## src/swec_pkg.sv

```systemverilog
package swec_pkg;

  localparam int LAT_W    = 32;
  localparam int CNT_W    = 7;
  localparam int NUM_LIM  = 5;
  localparam int ADDR_W   = 5;
  localparam int DATA_W   = 32;
  localparam int CNT_FMAX = 127;

  typedef enum logic [2:0] {
    REG_THR_A = 3'd0,
    REG_THR_B = 3'd1,
    REG_THR_C = 3'd2,
    REG_THR_D = 3'd3,
    REG_THR_E = 3'd4
  } reg_idx_t;

  typedef logic [NUM_LIM-1:0][LAT_W-1:0] thr_arr_t;
  typedef logic [NUM_LIM-1:0][CNT_W-1:0] cnt_arr_t;

  // stage-one control handed from the ring to the counters
  typedef struct packed {
    logic valid;
    logic old_valid;
  } ring_stat_t;

endpackage

```

## src/swec_if.sv

```systemverilog
interface swec_lat_if import swec_pkg::*; ();
  logic             valid;
  logic             ready;
  logic [LAT_W-1:0] latency;

  modport source(output valid, output latency, input ready);
  modport sink(input valid, input latency, output ready);
endinterface

interface swec_cnt_if import swec_pkg::*; ();
  logic             valid;
  logic             ready;
  logic [CNT_W-1:0] count_a;
  logic [CNT_W-1:0] count_b;
  logic [CNT_W-1:0] count_c;
  logic [CNT_W-1:0] count_d;
  logic [CNT_W-1:0] count_e;

  modport source(output valid, output count_a, output count_b, output count_c,
                 output count_d, output count_e, input ready);
  modport sink(input valid, input count_a, input count_b, input count_c,
               input count_d, input count_e, output ready);
endinterface

```

## src/swec_regs.sv

```systemverilog
module swec_regs import swec_pkg::*; (
  input  logic              clk,
  input  logic              rst,
  input  logic              psel,
  input  logic              penable,
  input  logic              pwrite,
  input  logic [ADDR_W-1:0] paddr,
  input  logic [DATA_W-1:0] pwdata,
  output logic [DATA_W-1:0] prdata,
  output logic              pready,
  output thr_arr_t          thr
);

  logic     wr_en;
  reg_idx_t idx;

  assign pready = 1'b1;
  assign wr_en  = psel && penable && pwrite;
  assign idx    = reg_idx_t'(paddr[ADDR_W-1:2]);

  always_ff @(posedge clk) begin
    if (rst) begin
      thr <= '1;
    end else if (wr_en) begin
      unique case (idx)
        REG_THR_A: thr[0] <= pwdata;
        REG_THR_B: thr[1] <= pwdata;
        REG_THR_C: thr[2] <= pwdata;
        REG_THR_D: thr[3] <= pwdata;
        REG_THR_E: thr[4] <= pwdata;
        default: ;
      endcase
    end
  end

  always_comb begin
    unique case (idx)
      REG_THR_A: prdata = thr[0];
      REG_THR_B: prdata = thr[1];
      REG_THR_C: prdata = thr[2];
      REG_THR_D: prdata = thr[3];
      REG_THR_E: prdata = thr[4];
      default:   prdata = '0;
    endcase
  end

endmodule

```

## src/swec_ring.sv

```systemverilog
module swec_ring import swec_pkg::*; #(
  parameter int WINDOW_LEN = 100
) (
  input  logic             clk,
  input  logic             rst,
  input  logic             acc,
  input  logic             advance,
  input  logic [LAT_W-1:0] sample,
  output ring_stat_t       stat,
  output logic [LAT_W-1:0] sample_q,
  output logic [LAT_W-1:0] evicted
);

  localparam int SLOT_W = (WINDOW_LEN > 1) ? $clog2(WINDOW_LEN) : 1;

  logic [LAT_W-1:0]  mem [WINDOW_LEN];
  logic [LAT_W-1:0]  rd_data;
  logic [SLOT_W-1:0] slot;
  logic              wrapped;
  logic              last;

  assign last = (slot == SLOT_W'(WINDOW_LEN - 1));

  // read-first: the old sample comes out while the new one goes in
  always_ff @(posedge clk) begin
    if (acc) begin
      rd_data     <= mem[slot];
      mem[slot]   <= sample;
      sample_q    <= sample;
    end
  end

  always_ff @(posedge clk) begin
    if (rst) begin
      slot           <= '0;
      wrapped        <= 1'b0;
      stat.valid     <= 1'b0;
      stat.old_valid <= 1'b0;
    end else begin
      if (acc) begin
        slot           <= last ? '0 : slot + SLOT_W'(1);
        stat.old_valid <= wrapped;
        if (last) begin
          wrapped <= 1'b1;
        end
      end
      stat.valid <= acc || (stat.valid && !advance);
    end
  end

  // slots never written since reset read as zero
  assign evicted = stat.old_valid ? rd_data : '0;

endmodule

```

## src/swec_count.sv

```systemverilog
module swec_count import swec_pkg::*; #(
  parameter int WINDOW_LEN = 100
) (
  input  logic              clk,
  input  logic              rst,
  input  ring_stat_t        stat,
  input  logic [LAT_W-1:0]  sample_q,
  input  logic [LAT_W-1:0]  evicted,
  input  thr_arr_t          thr,
  output logic              advance,
  swec_cnt_if.source        counts
);

  localparam int CAP_I = (WINDOW_LEN < CNT_FMAX) ? WINDOW_LEN : CNT_FMAX;
  localparam logic [CNT_W-1:0] CAP = CNT_W'(CAP_I);

  cnt_arr_t cnt;
  cnt_arr_t cnt_next;
  logic     out_valid;

  assign advance = stat.valid && (!out_valid || counts.ready);

  always_comb begin
    for (int j = 0; j < NUM_LIM; j++) begin
      cnt_next[j] = cnt[j];
      if ((sample_q > thr[j]) && !(evicted > thr[j])) begin
        if (cnt[j] < CAP) begin
          cnt_next[j] = cnt[j] + CNT_W'(1);
        end
      end else if (!(sample_q > thr[j]) && (evicted > thr[j])) begin
        if (cnt[j] != '0) begin
          cnt_next[j] = cnt[j] - CNT_W'(1);
        end
      end
    end
  end

  // the count registers double as the output word; they move only on advance
  always_ff @(posedge clk) begin
    if (rst) begin
      cnt       <= '0;
      out_valid <= 1'b0;
    end else begin
      if (advance) begin
        cnt <= cnt_next;
      end
      out_valid <= advance || (out_valid && !counts.ready);
    end
  end

  assign counts.valid   = out_valid;
  assign counts.count_a = cnt[0];
  assign counts.count_b = cnt[1];
  assign counts.count_c = cnt[2];
  assign counts.count_d = cnt[3];
  assign counts.count_e = cnt[4];

endmodule

```

## src/sliding_window_exceedance_counter_core.sv

```systemverilog
// Sliding-window exceedance counter.
// samples (sink): one 32-bit latency word per accepted transfer.
// counts (source): one word per sample with five 7-bit counts, each the
//   number of samples in the last WINDOW_LEN that lie strictly above the
//   matching threshold register, saturated at min(WINDOW_LEN, 127).
// APB port: five 32-bit threshold registers at byte addresses 0x00..0x10;
//   write them only while no sample is in flight.
// Throughput: one sample per cycle while counts is not held off; the ring
//   memory is read and written at the same slot in the accept cycle, and the
//   five counters update on advance, from the registered memory read data.
// Reset: thresholds go to all ones, counts to zero, the ring write slot to
//   zero; slots not yet written since reset count as zero samples, so no
//   clearing pass is needed and samples are taken right after reset.
// Stall: while counts is held off, the word stays put, one more sample
//   waits in the read stage, and samples.ready drops until counts drains.
module sliding_window_exceedance_counter_core import swec_pkg::*; #(
  parameter int WINDOW_LEN = 100
) (
  input  logic              clk,
  input  logic              rst,
  input  logic              psel,
  input  logic              penable,
  input  logic              pwrite,
  input  logic [ADDR_W-1:0] paddr,
  input  logic [DATA_W-1:0] pwdata,
  output logic [DATA_W-1:0] prdata,
  output logic              pready,
  swec_lat_if.sink          samples,
  swec_cnt_if.source        counts
);

  thr_arr_t         thr;
  ring_stat_t       stat;
  logic [LAT_W-1:0] sample_q;
  logic [LAT_W-1:0] evicted;
  logic             advance;
  logic             acc;

  assign samples.ready = !stat.valid || advance;
  assign acc           = samples.valid && samples.ready;

  swec_regs u_regs (
    .clk     (clk),
    .rst     (rst),
    .psel    (psel),
    .penable (penable),
    .pwrite  (pwrite),
    .paddr   (paddr),
    .pwdata  (pwdata),
    .prdata  (prdata),
    .pready  (pready),
    .thr     (thr)
  );

  swec_ring #(.WINDOW_LEN(WINDOW_LEN)) u_ring (
    .clk      (clk),
    .rst      (rst),
    .acc      (acc),
    .advance  (advance),
    .sample   (samples.latency),
    .stat     (stat),
    .sample_q (sample_q),
    .evicted  (evicted)
  );

  swec_count #(.WINDOW_LEN(WINDOW_LEN)) u_count (
    .clk      (clk),
    .rst      (rst),
    .stat     (stat),
    .sample_q (sample_q),
    .evicted  (evicted),
    .thr      (thr),
    .advance  (advance),
    .counts   (counts)
  );

endmodule

```

## src/flat_wrapper.sv

```systemverilog
// flat-port wrapper written by rule: the top's interface ports become plain ports
module sliding_window_exceedance_counter_core_flat import swec_pkg::*;
#(
  parameter int WINDOW_LEN = 100
)
  (clk, rst, psel, penable, pwrite, paddr, pwdata, prdata, pready, samples_valid, samples_latency, samples_ready, counts_valid, counts_count_a, counts_count_b, counts_count_c, counts_count_d, counts_count_e, counts_ready);
  swec_lat_if samples_i ();
  swec_cnt_if counts_i ();
  input  logic clk;
  input  logic rst;
  input  logic psel;
  input  logic penable;
  input  logic pwrite;
  input  logic [ADDR_W-1:0] paddr;
  input  logic [DATA_W-1:0] pwdata;
  output logic [DATA_W-1:0] prdata;
  output logic pready;
  input wire logic [$bits(samples_i.valid)-1:0] samples_valid;
  input wire logic [$bits(samples_i.latency)-1:0] samples_latency;
  output wire logic [$bits(samples_i.ready)-1:0] samples_ready;
  output wire logic [$bits(counts_i.valid)-1:0] counts_valid;
  output wire logic [$bits(counts_i.count_a)-1:0] counts_count_a;
  output wire logic [$bits(counts_i.count_b)-1:0] counts_count_b;
  output wire logic [$bits(counts_i.count_c)-1:0] counts_count_c;
  output wire logic [$bits(counts_i.count_d)-1:0] counts_count_d;
  output wire logic [$bits(counts_i.count_e)-1:0] counts_count_e;
  input wire logic [$bits(counts_i.ready)-1:0] counts_ready;
  assign samples_i.valid = samples_valid;
  assign samples_i.latency = samples_latency;
  assign samples_ready = samples_i.ready;
  assign counts_valid = counts_i.valid;
  assign counts_count_a = counts_i.count_a;
  assign counts_count_b = counts_i.count_b;
  assign counts_count_c = counts_i.count_c;
  assign counts_count_d = counts_i.count_d;
  assign counts_count_e = counts_i.count_e;
  assign counts_i.ready = counts_ready;
  sliding_window_exceedance_counter_core #(.WINDOW_LEN(WINDOW_LEN)) u_core (.clk(clk), .rst(rst), .psel(psel), .penable(penable), .pwrite(pwrite), .paddr(paddr), .pwdata(pwdata), .prdata(prdata), .pready(pready), .samples(samples_i), .counts(counts_i));
endmodule
```

## config.mk

```make
export PLATFORM = sky130hd
export DESIGN_NAME = sliding_window_exceedance_counter_core_flat
export DESIGN_NICKNAME = d
export VERILOG_FILES = /design/src/swec_pkg.sv /design/src/swec_if.sv /design/src/swec_regs.sv /design/src/swec_ring.sv /design/src/swec_count.sv /design/src/sliding_window_exceedance_counter_core.sv /design/src/flat_wrapper.sv
export SDC_FILE = /design/constraint.sdc
export NUM_CORES = 2
export LEC_CHECK = 0
export BUFFER_PORTS_ARGS = -buffer_cell sky130_fd_sc_hd__buf_2
export CORE_MARGIN = 2
export CORE_UTILIZATION = 58
export CTS_CLUSTER_SIZE = 14
export DETAILED_ROUTE_END_ITERATION = 10
export HOLD_SLACK_MARGIN = 0.08
export MAX_ROUTING_LAYER = met4
export PLACE_DENSITY = 0.71
export SLEW_MARGIN = 15
export SYNTH_ARGS = -nofsm -noshare
export SYNTH_HDL_FRONTEND = slang
export SYNTH_SLANG_ARGS = --single-unit
```

## constraint.sdc

```tcl
create_clock -name clk -period 6.5 [get_ports clk]
set_input_delay 0.325 -clock clk [delete_from_list [all_inputs] [get_ports clk]]
set_output_delay 0.325 -clock clk [all_outputs]
set_load 0.1 [all_outputs]
```

# Word level (Yosys, flattened, before mapping)
# Memories as Yosys holds them, arrays and structs flattened. A register that Yosys moved wholly into a read port is not among the register bits.
# Index checks and enable logic that the tools add are counted.
[totals]
wordCells = 139
n_memories = 1
mem_bits_rw = 3200
register_bits = 238
[classes]
n_reduce_logical = 61
n_eq_ne = 10
order_cmp = 15
n_addsub = 11
mux = 25
[mem_list]
columns = ["memory", "depth", "word_bits", "rd", "rd_ports_with_merged_regs", "write_ports", "line", "source"]
rows = [
  ["u_core.u_ring.mem", 100, 32, 1, 1, 1, "swec_ring.sv:16", "logic [LAT_W-1:0] mem [WINDOW_LEN];"],
]
[op_table]
columns = ["op", "n"]
rows = [
  ["$gt 32x32->1", 10],
  ["$pmux 32 s5", 1],
  ["$mux 7", 21],
  ["$add 7x1->7 const B", 6],
  ["$lt 7x7->1 const B", 5],
  ["$reduce_bool 7->1", 5],
  ["$sub 7x1->7 const B", 5],
  ["$mux 32", 1],
  ["$reduce_and 4->1", 5],
  ["$reduce_bool 2->1", 10],
  ["$logic_and 1x1->1", 16],
  ["$logic_not 1->1", 14],
  ["$reduce_and 2->1", 6],
  ["$ne 2x1->1 const B", 5],
  ["$eq 7x7->1 const B", 1],
  ["$eq 3x2->1 const B", 2],
  ["$logic_or 1x1->1", 4],
  ["$eq 3x1->1 const B", 1],
  ["$eq 3x3->1 const B", 1],
  ["$logic_not 3->1", 1],
  ["$mux 1", 2],
]

# Longest topological paths before layout
[depth]
word_depth = 7
ltp_mapped = 20
depth_no_buf = 19

# Modules after synthesis
# From an unflattened synthesis, not the netlist that was laid out.
[unflattened]
hier_cells = 9197
area_unflattened_um2 = 142924.6
[modules_own_cells]
columns = ["module", "area_each_um2", "cells_each", "instances"]
rows = [
  ["swec_ring", 125673.0, 7197, 1],
  ["swec_count", 10184.8, 1279, 1],
  ["swec_regs", 7044.3, 719, 1],
  ["sliding_window_exceedance_counter_core", 22.5, 2, 1],
]

# Worst setup path before layout
# No wires, ideal clock.
[synth_timing]
path_kind = "register to register"
startpoint = "register u_core.u_count.out_valid (netlist: u_core.u_count.counts.valid)"
endpoint = "memory u_core.u_ring.mem[10][0], enable pin"
synth_period_minus_slack_ns = 5.638
setup_time_ns = 0.421
t_arrival_ns = 5.216
required_time_ns = 6.079
stages_incl_launch_ff = 7
slack_ns = 0.862
cell_sequence = "dfxtp_1 > nor2b_1 > a21oi_1 > clkbuf_1 > nand2_1 > clkbuf_1 > nor2_1"
[synth_via]
elab_chain_cells = 7
[synth_rtl]
columns = ["item", "line", "source"]
rows = [
  ["start: declaration", "swec_count.sv:19", "logic out_valid;"],
  ["start signal: assignment", "swec_count.sv:47", "out_valid <= advance || (out_valid && !counts.ready);"],
  ["$logic_not 1->1", "swec_count.sv:21", "assign advance = stat.valid && (!out_valid || counts.ready);"],
  ["$logic_or 1x1->1", "swec_count.sv:21", ""],
  ["$logic_and 1x1->1", "swec_count.sv:21", ""],
  ["$logic_or 1x1->1", "sliding_window_exceedance_counter_core.sv:39", "assign samples.ready = !stat.valid || advance;"],
  ["$logic_and 1x1->1", "sliding_window_exceedance_counter_core.sv:40", "assign acc = samples.valid && samples.ready;"],
  ["named net u_core.acc", "sliding_window_exceedance_counter_core.sv:37", "logic acc;"],
  ["$mux 1", "swec_ring.sv:26", "if (acc) begin"],
  ["$mux 1 (implied by the code)", "swec_ring.sv:28", "mem[slot] <= sample;"],
  ["end: declaration", "swec_ring.sv:16", ""],
]
# The timed path passes the listed nets, and every way through them passes these cells.

==> flow_summary_export.csv <==
group,metric,value,unit
outcome,status,"complete, but fails checks",
outcome,violations,"max-capacitance violations, max-slew violations",
yosys,ys_warn_count,0,
clock_network,clockBufferDepth,4,
worst_setup_path,arrival,6.18,ns
yosys,async_flop_share,0,%
grt,grt_max_degree,94,
route,drc,0,
worst_setup_path,endpoint_kind,"flop",
route,via_count,88230,
clock_network,cts_setup_buffers,0,
route,wirelength,463,mm
yosys,synth_compound_area_share,9.48,%
worst_setup_path,critical_path.max_stage_delay,1.03,ns
floorplan,die_area,0.248,mm^2
clock_network,numCtsBuffers,357,
sta,rsz0062_at_grt,"no",
placement,hpwl,282,mm
finish,fin_nets,9271,
grt,grt_pass1_vias,84007,
sta,fin_crit_sh,85.7,%
sta,slew_violations,2,
yosys,ys_top_cells_by_area,"edfxtp_1, mux4_2, ha_1",
grt,grt_pass1_wl,643,mm
placement,place_inst,11609,
route,via_per_inst,7.15,
yosys,ys_seq_area_share,72.1,%
clock_network,clock-sinks,3470,
sta,fin_crit,5.57,ns
yosys,yosys-mux-area-fraction,9.14,%
clock_network,path_clk_slew,0.06,ns
grt,track_usage,38.1,%
clock_network,ctsHtreeMaxLevel,5,
floorplan,die_w,498,um
floorplan,die_h,498,um
grt,overflow,0,
route,drtAntennaViolNets,0,
floorplan,ios,146,
clock_network,insertion_delay,1.02,ns
yosys,synth.net_count,8856,
worst_setup_path,setup.worst_path.start_class,"flop",
sta,slew_headroom,-1.13,%
worst_setup_path,worstPathMaxFanout,19,
worst_setup_path,cp.required,7.11,ns
finish,fin_cells,12335,
power_and_ir_drop,peakVddDrop,0.239,mV
placement,io_buffers,142,
worst_setup_path,crit_type,"reg2reg",
worst_setup_path,cp_top_family,"compound AO/OA/AOI/OAI gates",
floorplan,placementRows,181,
yosys,yosysTopAreaCell,"edfxtp_1",
sta,final.setup.tns,0,ns
clock_network,ctsResizeCount,0,
yosys,synth_seq_cells,3470,
worst_setup_path,path_cells,"inv_1, buf_4, nand2_1, buf_4, o21ai_0, a21oi_1, o311ai_0",
power_and_ir_drop,power.total,0.0480,W
route,wire_per_inst,37.5,um
power_and_ir_drop,p_per_area,300,mW/mm^2
job,max_cap_viol_count,1,
sta,hold_viol_final,0,
yosys,synth_ff_type,"edfxtp_1",
sta,fmax,179,MHz
yosys,synth_edf_count,3264,
yosys,synth_xor_area_share,0.253,%
route,drtIter0Drc,15936,
clock_network,cts_root_buffer,"clkbuf_16",
yosys,avgSynthCellArea,16.8,um^2
yosys,synth_top_family_by_area,"compound AO/OA/AOI/OAI gates",
route,first_pass_iters,10,
finish,final_layout_size_suffix_gt1_share,18.5,%
worst_hold_path,hp-class,"in2reg",
yosys,synth.distinct_cells,82,
yosys,syn-cell-area,0.142,mm^2
yosys,synth-adder-area-share,3.20,%
yosys,yosysMostFrequentCell,"edfxtp_1",
yosys,syn-instance-count,8424,
yosys,synth-simple-area-share,3.46,%
placement,place_congestion,0.957,
sta,clock_skew,0.0856,ns
power_and_ir_drop,power.leakage,54.0,nW
worst_setup_path,crit_top_cell,"buf_4",
sta,worst_pin_slew,1.51,ns
clock_network,cts_tree,"yes",
finish,area_delta_synth_final,12.7,%
worst_setup_path,worst-path-buf-inv,3,
sta,report.final.setup_viol,0,
floorplan,start_util,58.3,%
yosys,synthTopCellsByCount,"edfxtp_1, nand2_1, nor2_1",
floorplan,core_area,0.243,mm^2
worst_setup_path,crit_slowest_cell,"o21ai_0",
yosys,synth_top_cell_area_share,69.2,%
grt,grt_antenna_before_repair,50,
## what timing repair did
| action | 4_1_cts | 5_1_grt |
|---|---|---|
| hold buffers | 69 | 0 |
| setup endpoints to repair | 0 | 0 |
| endpoints found under the hold margin | 1387 | 0 |
## registers in the layout, summed over array words and instances (netlist names), 32 cells and up
register and count:
u_core.u_regs.thr 160, u_core.u_ring.mem 3200, u_core.u_ring.rd_data 32, u_core.u_ring.sample_q 32
## logic make-up after synthesis
| logic type | count (synthesis) |
|---|---|
| AND/OR/NAND/NOR | 1131 |
| multiplexers | 854 |
| flip-flops | 3470 |
| AO/OA/AOI/OAI | 1857 |
| XOR/XNOR | 41 |
| adder cells (fa/ha/maj) | 360 |
| buffers and inverters | 710 |
| other | 1 |
## worst min-delay path, delay by kind of cell
family | cells | cell delay [ns]
AO/OA/AOI/OAI | 1 | 0.08
buffers and inverters | 2 | 0.66
AND/OR/NAND/NOR | 1 | 0.05
## cell type report
type,instances,area [um^2]
tap,3202,4010
inverter,190,736
fill,16219,83300
clock buffer,441,9470
antenna,35,87.6
multi-input combinational,4244,37100
clock inverter,177,1490
timing repair buffer,576,4620
sequential,3470,102000
## report_power, final
part	switching (W)	internal (W)
Sequential	0.0000898	0.0245
Clock	0.00841	0.0113
Combinational	0.00266	0.00103
## placed cells by master (no fill, tap or decap), types with 73 or more instances in the layout
cell,n
a21o_1,125
a21oi_1,308
a221o_1,82
a221oi_1,345
a22oi_1,143
buf_2,110
buf_4,365
clkbuf_16,365
clkinv_1,85
dfxtp_1,201
edfxtp_1,3264
ha_1,351
inv_1,184
mux2_2,216
mux2i_1,308
mux4_2,326
nand2_1,440
nand4_1,73
nor2_1,291
nor2_4,106
o211ai_1,180
o21ai_0,220
o22ai_1,90
## through the flow
step / utilization (%) / setup WS [ns] / instance area (um^2) / hold WS [ns]
detailed placement: 60.9 / 1.08 / 148000 / 0.542
finish: 65.7 / 0.927 / 160000 / 0.207
global route: 65.7 / 0.811 / 160000 / 0.205
global placement: 60.9 / 1.02 / 148000 / 0.522
floorplan: - / 0.862 / 142000 / 0.424
CTS: 65.7 / 1.08 / 160000 / 0.161
## metal layers
metal  GRT usage, %  vias to the layer above  routed length (um)
met3           10.4                     1473               63600
met4           22.8                        0               33300
met1           49.2                    44440              162000
met5              -                        -                   0
li1               -                    35066                   -
met2           54.1                     7251              204000
## path summary, 6_finish.rpt
path	startpoint	to	slack, ns	cells past startpoint
hold / removal	pwdata[3]	u_core.u_regs.thr[67]	0.21	4
setup reg to reg	u_core.u_ring.slot[3]	u_core.u_ring.rd_data[0]	0.93	7
hold reg to reg	u_core.u_count.counts.count_a[2]	u_core.u_count.counts.count_a[2]	0.55	2
setup / recovery	u_core.u_ring.slot[3]	u_core.u_ring.rd_data[0]	0.93	7
Note: power is estimated with default switching activity, not from simulation.
